--- src/hw/rtl/atan2_pkg.sv ---
`timescale 1ns / 1ps

package atan2_pkg;

  // Input field and magnitude widths
  localparam int unsigned FieldW = 22;
  localparam int unsigned MagW   = FieldW - 1;

  // Largest magnitude; the most negative input saturates to it
  localparam logic [MagW-1:0] MagMax = {MagW{1'b1}};

  // Ratio t = (num << 10) / den in Q10, range 0..1024
  localparam int unsigned FracBits = 10;
  localparam int unsigned QuotW    = FracBits + 1;
  localparam int unsigned DivSteps = QuotW;
  localparam logic [QuotW-1:0] QOne = QuotW'(1 << FracBits);

  // t * (1024 - t) peaks at 2^18
  localparam int unsigned Prod1W = 2 * FracBits - 1;

  // Curvature term: 2847 * t * (1024 - t) >> 20
  localparam int unsigned CoefW  = 12;
  localparam logic [CoefW-1:0] CurveCoef = CoefW'(2847);
  localparam int unsigned Prod2W = Prod1W + CoefW;
  localparam int unsigned CorrShift = 2 * FracBits;
  localparam int unsigned CorrW  = Prod2W - CorrShift;

  // Angle in turn units, 65536 per turn
  localparam int unsigned AngleW = 16;
  localparam int unsigned LinShift = 13 - FracBits;  // 8192 * t >> 10
  localparam logic [AngleW-1:0] QuarterTurn = 16'd16384;
  localparam logic [AngleW-1:0] HalfTurn    = 16'd32768;

  // Octant bookkeeping that travels with each item
  typedef struct packed {
    logic zero;
    logic swp;
    logic xneg;
    logic yneg;
  } ctl_t;

endpackage

--- src/hw/rtl/atan2_turn_approximation_top.sv ---
`timescale 1ns / 1ps

// Angle extractor: takes a signed (y, x) pair and returns atan2(y, x) as an
// unsigned 16-bit angle where 65536 is one full turn, counterclockwise from
// +x; (0, 0) gives 0 and -2097152 is treated as -2097151. The block takes one
// pair every cycle while in_stall_o is low and is fully pipelined, with 17
// register stages (one input stage, magnitude, swap, eleven restoring divide
// stages that each resolve one bit of the Q10 ratio, two multiply stages and
// the octant fixup). A one-entry skid buffer sits in front so that in_stall_o
// comes from a register; output stalls freeze the whole pipe, and no transfer
// is lost or repeated.
module atan2_turn_approximation_top
  import atan2_pkg::*;
(
  input  logic                     clk_i,
  input  logic                     rst_ni,
  input  logic                     in_valid_i,
  output logic                     in_stall_o,
  input  logic signed [FieldW-1:0] y_value_i,
  input  logic signed [FieldW-1:0] x_value_i,
  output logic                     out_valid_o,
  input  logic                     out_stall_i,
  output logic        [AngleW-1:0] angle_turns_o
);

  // Pipe advances whenever the output register is free to move
  logic en;
  logic in_acc;

  assign en     = !(out_valid_o && out_stall_i);
  assign in_acc = in_valid_i && !in_stall_o;

  // ---------------------------------------------------------------------
  // Skid buffer and input stage
  // ---------------------------------------------------------------------
  logic                     sk_v_q;
  logic signed [FieldW-1:0] sk_y_q, sk_x_q;
  logic                     p0_v_q;
  logic signed [FieldW-1:0] p0_y_q, p0_x_q;

  assign in_stall_o = sk_v_q;

  always_ff @(posedge clk_i or negedge rst_ni) begin
    if (!rst_ni) begin
      sk_v_q <= 1'b0;
      p0_v_q <= 1'b0;
    end else if (en) begin
      // Drain the skid first; the input is stalled while it is full
      p0_v_q <= sk_v_q || in_valid_i;
      sk_v_q <= 1'b0;
    end else if (in_acc) begin
      sk_v_q <= 1'b1;
    end
  end

  always_ff @(posedge clk_i) begin
    if (en) begin
      p0_y_q <= sk_v_q ? sk_y_q : y_value_i;
      p0_x_q <= sk_v_q ? sk_x_q : x_value_i;
    end else if (in_acc) begin
      sk_y_q <= y_value_i;
      sk_x_q <= x_value_i;
    end
  end

  // ---------------------------------------------------------------------
  // Magnitudes with saturation of the most negative code
  // ---------------------------------------------------------------------
  logic [FieldW-1:0] y_abs, x_abs;
  logic [MagW-1:0]   y_mag_d, x_mag_d;
  ctl_t              p1_ctl_d;

  always_comb begin
    y_abs = p0_y_q[FieldW-1] ? (FieldW'(0) - p0_y_q) : p0_y_q;
    x_abs = p0_x_q[FieldW-1] ? (FieldW'(0) - p0_x_q) : p0_x_q;
    y_mag_d = y_abs[FieldW-1] ? MagMax : y_abs[MagW-1:0];
    x_mag_d = x_abs[FieldW-1] ? MagMax : x_abs[MagW-1:0];
    p1_ctl_d.zero = (p0_y_q == '0) && (p0_x_q == '0);
    p1_ctl_d.swp  = 1'b0;
    p1_ctl_d.xneg = p0_x_q[FieldW-1];
    p1_ctl_d.yneg = p0_y_q[FieldW-1];
  end

  logic            p1_v_q;
  logic [MagW-1:0] p1_ymag_q, p1_xmag_q;
  ctl_t            p1_ctl_q;

  always_ff @(posedge clk_i or negedge rst_ni) begin
    if (!rst_ni) begin
      p1_v_q <= 1'b0;
    end else if (en) begin
      p1_v_q <= p0_v_q;
    end
  end

  always_ff @(posedge clk_i) begin
    if (en) begin
      p1_ymag_q <= y_mag_d;
      p1_xmag_q <= x_mag_d;
      p1_ctl_q  <= p1_ctl_d;
    end
  end

  // ---------------------------------------------------------------------
  // Order magnitudes: smaller one becomes the numerator
  // ---------------------------------------------------------------------
  logic            swp_d;
  ctl_t            p2_ctl_d;
  logic            p2_v_q;
  logic [MagW-1:0] num_q, den_q;
  ctl_t            p2_ctl_q;

  assign swp_d = p1_ymag_q > p1_xmag_q;

  always_comb begin
    p2_ctl_d     = p1_ctl_q;
    p2_ctl_d.swp = swp_d;
  end

  always_ff @(posedge clk_i or negedge rst_ni) begin
    if (!rst_ni) begin
      p2_v_q <= 1'b0;
    end else if (en) begin
      p2_v_q <= p1_v_q;
    end
  end

  always_ff @(posedge clk_i) begin
    if (en) begin
      num_q    <= swp_d ? p1_xmag_q : p1_ymag_q;
      den_q    <= swp_d ? p1_ymag_q : p1_xmag_q;
      p2_ctl_q <= p2_ctl_d;
    end
  end

  // ---------------------------------------------------------------------
  // Restoring divide, one quotient bit per stage, MSB first.
  // The remainder stays below den, so the shifted value fits MagW+1 bits.
  // ---------------------------------------------------------------------
  logic             dv_q   [DivSteps];
  logic [MagW-1:0]  drem_q [DivSteps];
  logic [MagW-1:0]  dden_q [DivSteps];
  logic [QuotW-1:0] dquo_q [DivSteps];
  ctl_t             dctl_q [DivSteps];

  for (genvar j = 0; j < DivSteps; j++) begin : g_div
    logic             v_in;
    logic [MagW:0]    r_in;
    logic [MagW-1:0]  d_in;
    logic [QuotW-1:0] q_in;
    ctl_t             c_in;
    logic             ge;
    logic [MagW:0]    r_sub;

    if (j == 0) begin : g_first
      assign v_in = p2_v_q;
      assign r_in = {1'b0, num_q};
      assign d_in = den_q;
      assign q_in = '0;
      assign c_in = p2_ctl_q;
    end else begin : g_next
      assign v_in = dv_q[j-1];
      assign r_in = {drem_q[j-1], 1'b0};
      assign d_in = dden_q[j-1];
      assign q_in = dquo_q[j-1];
      assign c_in = dctl_q[j-1];
    end

    assign r_sub = r_in - {1'b0, d_in};
    assign ge    = r_in >= {1'b0, d_in};

    always_ff @(posedge clk_i or negedge rst_ni) begin
      if (!rst_ni) begin
        dv_q[j] <= 1'b0;
      end else if (en) begin
        dv_q[j] <= v_in;
      end
    end

    always_ff @(posedge clk_i) begin
      if (en) begin
        drem_q[j] <= ge ? r_sub[MagW-1:0] : r_in[MagW-1:0];
        dden_q[j] <= d_in;
        dquo_q[j] <= {q_in[QuotW-2:0], ge};
        dctl_q[j] <= c_in;
      end
    end
  end

  // ---------------------------------------------------------------------
  // Polynomial: t * (1024 - t), then times the curvature coefficient
  // ---------------------------------------------------------------------
  logic [QuotW-1:0] t_last;
  logic [QuotW-1:0] t_comp;
  logic [2*QuotW-1:0] prod1_full;

  assign t_last     = dquo_q[DivSteps-1];
  assign t_comp     = QOne - t_last;
  assign prod1_full = t_last * t_comp;

  logic              m1_v_q;
  logic [QuotW-1:0]  m1_t_q;
  logic [Prod1W-1:0] m1_prod_q;
  ctl_t              m1_ctl_q;

  always_ff @(posedge clk_i or negedge rst_ni) begin
    if (!rst_ni) begin
      m1_v_q <= 1'b0;
    end else if (en) begin
      m1_v_q <= dv_q[DivSteps-1];
    end
  end

  always_ff @(posedge clk_i) begin
    if (en) begin
      m1_t_q    <= t_last;
      m1_prod_q <= prod1_full[Prod1W-1:0];
      m1_ctl_q  <= dctl_q[DivSteps-1];
    end
  end

  logic [Prod2W-1:0] prod2;

  assign prod2 = m1_prod_q * CurveCoef;

  logic             m2_v_q;
  logic [QuotW-1:0] m2_t_q;
  logic [CorrW-1:0] m2_corr_q;
  ctl_t             m2_ctl_q;

  always_ff @(posedge clk_i or negedge rst_ni) begin
    if (!rst_ni) begin
      m2_v_q <= 1'b0;
    end else if (en) begin
      m2_v_q <= m1_v_q;
    end
  end

  always_ff @(posedge clk_i) begin
    if (en) begin
      m2_t_q    <= m1_t_q;
      m2_corr_q <= prod2[Prod2W-1:CorrShift];
      m2_ctl_q  <= m1_ctl_q;
    end
  end

  // ---------------------------------------------------------------------
  // Octant fixup, all modulo one turn
  // ---------------------------------------------------------------------
  logic [AngleW-1:0] a_oct, a_swp, a_x, a_y, angle_d;

  always_comb begin
    a_oct   = AngleW'({m2_t_q, LinShift'(0)}) + AngleW'(m2_corr_q);
    a_swp   = m2_ctl_q.swp  ? (QuarterTurn - a_oct) : a_oct;
    a_x     = m2_ctl_q.xneg ? (HalfTurn - a_swp)    : a_swp;
    a_y     = m2_ctl_q.yneg ? (AngleW'(0) - a_x)    : a_x;
    angle_d = m2_ctl_q.zero ? '0 : a_y;
  end

  logic              out_v_q;
  logic [AngleW-1:0] angle_q;

  always_ff @(posedge clk_i or negedge rst_ni) begin
    if (!rst_ni) begin
      out_v_q <= 1'b0;
    end else if (en) begin
      out_v_q <= m2_v_q;
    end
  end

  always_ff @(posedge clk_i) begin
    if (en) begin
      angle_q <= angle_d;
    end
  end

  assign out_valid_o   = out_v_q;
  assign angle_turns_o = angle_q;

endmodule
--- config.mk ---
export PLATFORM = sky130hd
export DESIGN_NAME = atan2_turn_approximation_top
export DESIGN_NICKNAME = d
export VERILOG_FILES = /design/src/hw/rtl/atan2_pkg.sv /design/src/hw/rtl/atan2_turn_approximation_top.sv
export SDC_FILE = /design/constraint.sdc
export NUM_CORES = 2
export LEC_CHECK = 0
export BUFFER_PORTS_ARGS = -buffer_cell sky130_fd_sc_hd__buf_2
export CORE_MARGIN = 4
export CORE_UTILIZATION = 45
export DETAILED_ROUTE_END_ITERATION = 10
export GPL_TIMING_DRIVEN = 0
export HOLD_SLACK_MARGIN = 0.08
export PLACE_DENSITY = 0.66
export SYNTH_ARGS = -nofsm -noshare
export SYNTH_HDL_FRONTEND = slang
export SYNTH_SLANG_ARGS = --single-unit
--- constraint.sdc ---
create_clock -name clk_i -period 39.5 [get_ports clk_i]
set_input_delay 3.95 -clock clk_i [delete_from_list [all_inputs] [get_ports clk_i]]
set_output_delay 3.95 -clock clk_i [all_outputs]
set_load 0.03 [all_outputs]
==> metrics.csv <==
stage,metric,value,unit
clock_tree,hold_buffers,0,
worst_setup_path,path_cells,"inv_1, ha_1, nor3b_1, nor3b_1, nor3b_1, ha_1, nand2b_1, fa_1, fa_1, inv_1, fa_1, fa_1, inv_1, fa_1, inv_1, ha_1, o21ai_0, a21boi_0, o21ai_0, a21oi_1, or4_1, nand4_1",
floorplan,die_y,340.4,um
global_route,grt_max_degree,121,
sta,period_minus_slack,7.380,ns
worst_setup_path,startpoint_type,flop,
cells_and_area,syn2layout_area_growth,10.69,%
placed_design,portBuffers,65,
sta,fin_setup_tns,0,ns
route,wl,96870,um
floorplan,start_util,45.47,%
worst_setup_path,rrSetupSlack,32.12,ns
worst_setup_path,critPathMostFrequentCell,fa_1,
worst_setup_path,max_stage_delay,0.59,ns
worst_setup_path,crit_required,39.98,ns
synth,yosys-top-cells-count,"edfxtp_1 (784), inv_1 (634), ha_1 (430)",
synth,synth_most_common_cell,edfxtp_1,
synth,ys_ff_latch,802,
cells_and_area,layout.area.seq,23990,um2
sta,slew_viol_final,0,
route,drtAntennaViolNets,0,
worst_setup_path,crit_cells,22,
sta,rsz0062_at_grt,false,
synth,synthTopCellsByArea,"edfxtp_1 (47%), ha_1 (11%), fa_1 (7.4%)",
worst_setup_path,r2r-end,m1_prod_q[17],
worst_setup_path,cp_num_buf_inv,4,
sta,worst_slew_pin_slew,0.9443,ns
clock_tree,ctsResizeCount,0,
floorplan,boundaryPins,66,
clock_tree,clock_latency,0.66,ns
worst_setup_path,crit_family,adder cells,
worst_setup_path,cp_max_fo,9,
worst_setup_path,critPathKind,reg -> reg,
worst_setup_path,crit_path_end,m1_prod_q[17],
synth,syn_inst,4254,
cells_and_area,drive_above_1_share,10.14,%
sta,fin_worst_skew,0.01945,ns
clock_tree,clkSinkCount,802,
synth,synth_edf_count,784,
worst_setup_path,crit_start,dquo_q[10][1],
clock_tree,tritoncts,yes,
route,num_vias,31090,
route,drcViolationCount,0,
floorplan,die-area,115800,um2
clock_tree,cts.reportedPaths.clkPinSlew,0.06,ns
floorplan,dieWidth,340.4,um
sta,worst_slack,32.12,ns
synth,netlist_area,49710,um2
worst_setup_path,critPathArrivalTime,7.86,ns
cells_and_area,final_nets,5080,
sta,relSlewSlack,36.67,%
placed_design,place_ws,32.11,ns
clock_tree,cts.path.max_buffers,3,
floorplan,core_area,109300,um2
min_path,worstHoldPathType,reg -> reg,
global_route,grt_overflow,0,
route,drt-vias-per-instance,5.213,
global_route,grt_pass1_wl,159300,um
sta,fin_crit_sh,18.68,%
floorplan,rows,121,
global_route,grt_antenna_before_repair,1,
worst_setup_path,r2r_start,dquo_q[10][1],
run,maxCapViolations,0,
synth,yosysWarnings,0,
placed_design,dpl.hpwl,75100,um
synth,synthArstFlopShare,2.244,%
clock_tree,cts-htree-levels,3,
sta,finalHoldViolCount,0,
cells_and_area,antennaDiodeCount,0,
synth,synth_cell_types,86,
clock_tree,post_cts_buffers,0,
sta,setup_viol,0,
cells_and_area,multiInputGateArea,23010,um2
global_route,grt_pass1_vias,31620,
worst_setup_path,end_kind,flop,
synth,ys_seq_area_share,48.27,%
clock_tree,root_buffer,clkbuf_16,
synth,synth_largest_area_cell,edfxtp_1,
global_route,grtUsageTotal,16.85,%
route,drt_iter0_drc,1498,
synth,synth_nets,4915,
synth,synth_top_cell_area_share,47.36,%
outcome,status,"complete, no violations",
placed_design,globalplace.congestion,0.8745,
route,dr.pass1.iters,5,
clock_tree,cts_buffers,88,
synth,syn_avg_cell_area,11.68,um2
route,wl_per_cell,16.24,um
sta,fmax,135.5,MHz
synth,synth_ff_type,edfxtp_1,
worst_setup_path,reg2regPathDepth,22,
cells_and_area,fill_cells,9559,
worst_setup_path,slowest_stage,edfxtp_1,
[cell type report]
type / count / area share [%]
Inverter: 635 / 4.332
Clock inverter: 63 / 1.210
Sequential cell: 802 / 43.61
Tap cell: 1476 / 3.357
Multi-Input combinational cell: 2742 / 41.82
Clock buffer: 96 / 4.057
Buffer: 75 / 0.6095
Timing Repair Buffer: 75 / 1.003
[state kept, by name, summed over array words and instances, names as in the netlist, 21 cells and up]
signal,flops
dctl_q,44
dden_q,210
den_q,21
dquo_q,66
drem_q,210
num_q,21
p0_x_q,22
p0_y_q,22
p1_xmag_q,21
p1_ymag_q,21
sk_x_q,22
sk_y_q,22
[metal layers]
layer  up-vias  routed length [um]  GRT usage, %  part of all wire (%)
li1      15370                   -             -                     -
met1     14970               39480         19.39                    41
met2       516               49800         31.12                    51
met3       232                2795         2.177                   2.9
met4         0                4789         7.665                   4.9
met5         -                   0             0                     0
[cell usage in the layout, fill, tap and decap left out, types with 12 or more instances in the layout]
| cell | instances |
|---|---|
| nor4_1 | 25 |
| a21o_1 | 67 |
| and3_1 | 18 |
| clkbuf_1 | 72 |
| buf_2 | 65 |
| inv_1 | 634 |
| o21a_1 | 47 |
| a211o_1 | 14 |
| nor2b_1 | 75 |
| nand4_1 | 36 |
| o211ai_1 | 21 |
| nor3_1 | 65 |
| fa_1 | 183 |
| clkbuf_16 | 88 |
| a211oi_1 | 16 |
| o21ai_0 | 161 |
| edfxtp_1 | 784 |
| clkinv_2 | 13 |
| o31ai_1 | 27 |
| mux2_2 | 205 |
| nand2b_1 | 78 |
| dfrtp_1 | 18 |
| and2_1 | 31 |
| a21boi_0 | 16 |
| or2_2 | 14 |
| a31oi_1 | 21 |
| ha_1 | 430 |
| nand2_1 | 212 |
| o41ai_1 | 14 |
| nand3_1 | 54 |
| o2111ai_1 | 12 |
| xnor2_1 | 147 |
| clkinv_1 | 20 |
| nor2_1 | 242 |
| xor2_1 | 106 |
| or3_1 | 31 |
| a21oi_1 | 232 |
[worst register-to-register path, stage by stage, from the launching register on]
cell and delay [ns]:
edfxtp_1 0.59, inv_1 0.36, ha_1 0.25, nor3b_1 0.34
nor3b_1 0.29, nor3b_1 0.30, ha_1 0.37, nand2b_1 0.20
fa_1 0.48, fa_1 0.54, inv_1 0.06, fa_1 0.50
fa_1 0.54, inv_1 0.05, fa_1 0.52, inv_1 0.04
ha_1 0.33, o21ai_0 0.13, a21boi_0 0.17, o21ai_0 0.26
a21oi_1 0.16, or4_1 0.52, nand4_1 0.21
[stage by stage]
step / hold WS, ns / utilization (%) / std cells / cell area, um2
finish: 0.4090 / 50.33 / 5964 / 55020
global route: 0.4144 / 50.33 / 5964 / 55020
detailed placement: 0.4045 / 47.68 / 5805 / 52120
CTS: 0.4063 / 50.33 / 5964 / 55020
global placement: 0.4006 / 47.46 / 5795 / 51880
floorplan: 0.4003 / - / 4254 / 49710
[worst min-delay path by stage]
stage / cells after the start / from / endpoint / slack [ns]
2_1_floorplan: 0 / g_div[0].c_in[0] / dctl_q[0][0] / 0.40
3_3_place_gp: 0 / dctl_q[8][2] / dctl_q[9][2] / 0.40
3_5_place_dp: 0 / g_div[0].c_in[2] / dctl_q[0][2] / 0.40
4_1_cts: 0 / dquo_q[7][4] / dquo_q[8][5] / 0.41
5_1_grt: 0 / m1_t_q[1] / m2_t_q[1] / 0.41
6_report: 0 / dquo_q[7][4] / dquo_q[8][5] / 0.41
[logic make-up after synthesis]
| group | Yosys count | share of synthesized area (%) |
|---|---|---|
| compound gates | 724 | 9.256 |
| fa+ha+maj | 613 | 18.19 |
| buf+inv | 710 | 5.450 |
| mux | 216 | 4.876 |
| flops | 802 | 48.27 |
| xor+xnor | 256 | 4.581 |
| simple gates | 933 | 9.372 |
Power is left out: the tool's default activity adds up to more than one toggle a clock period on the data nets, which glitch-free logic cannot reach.
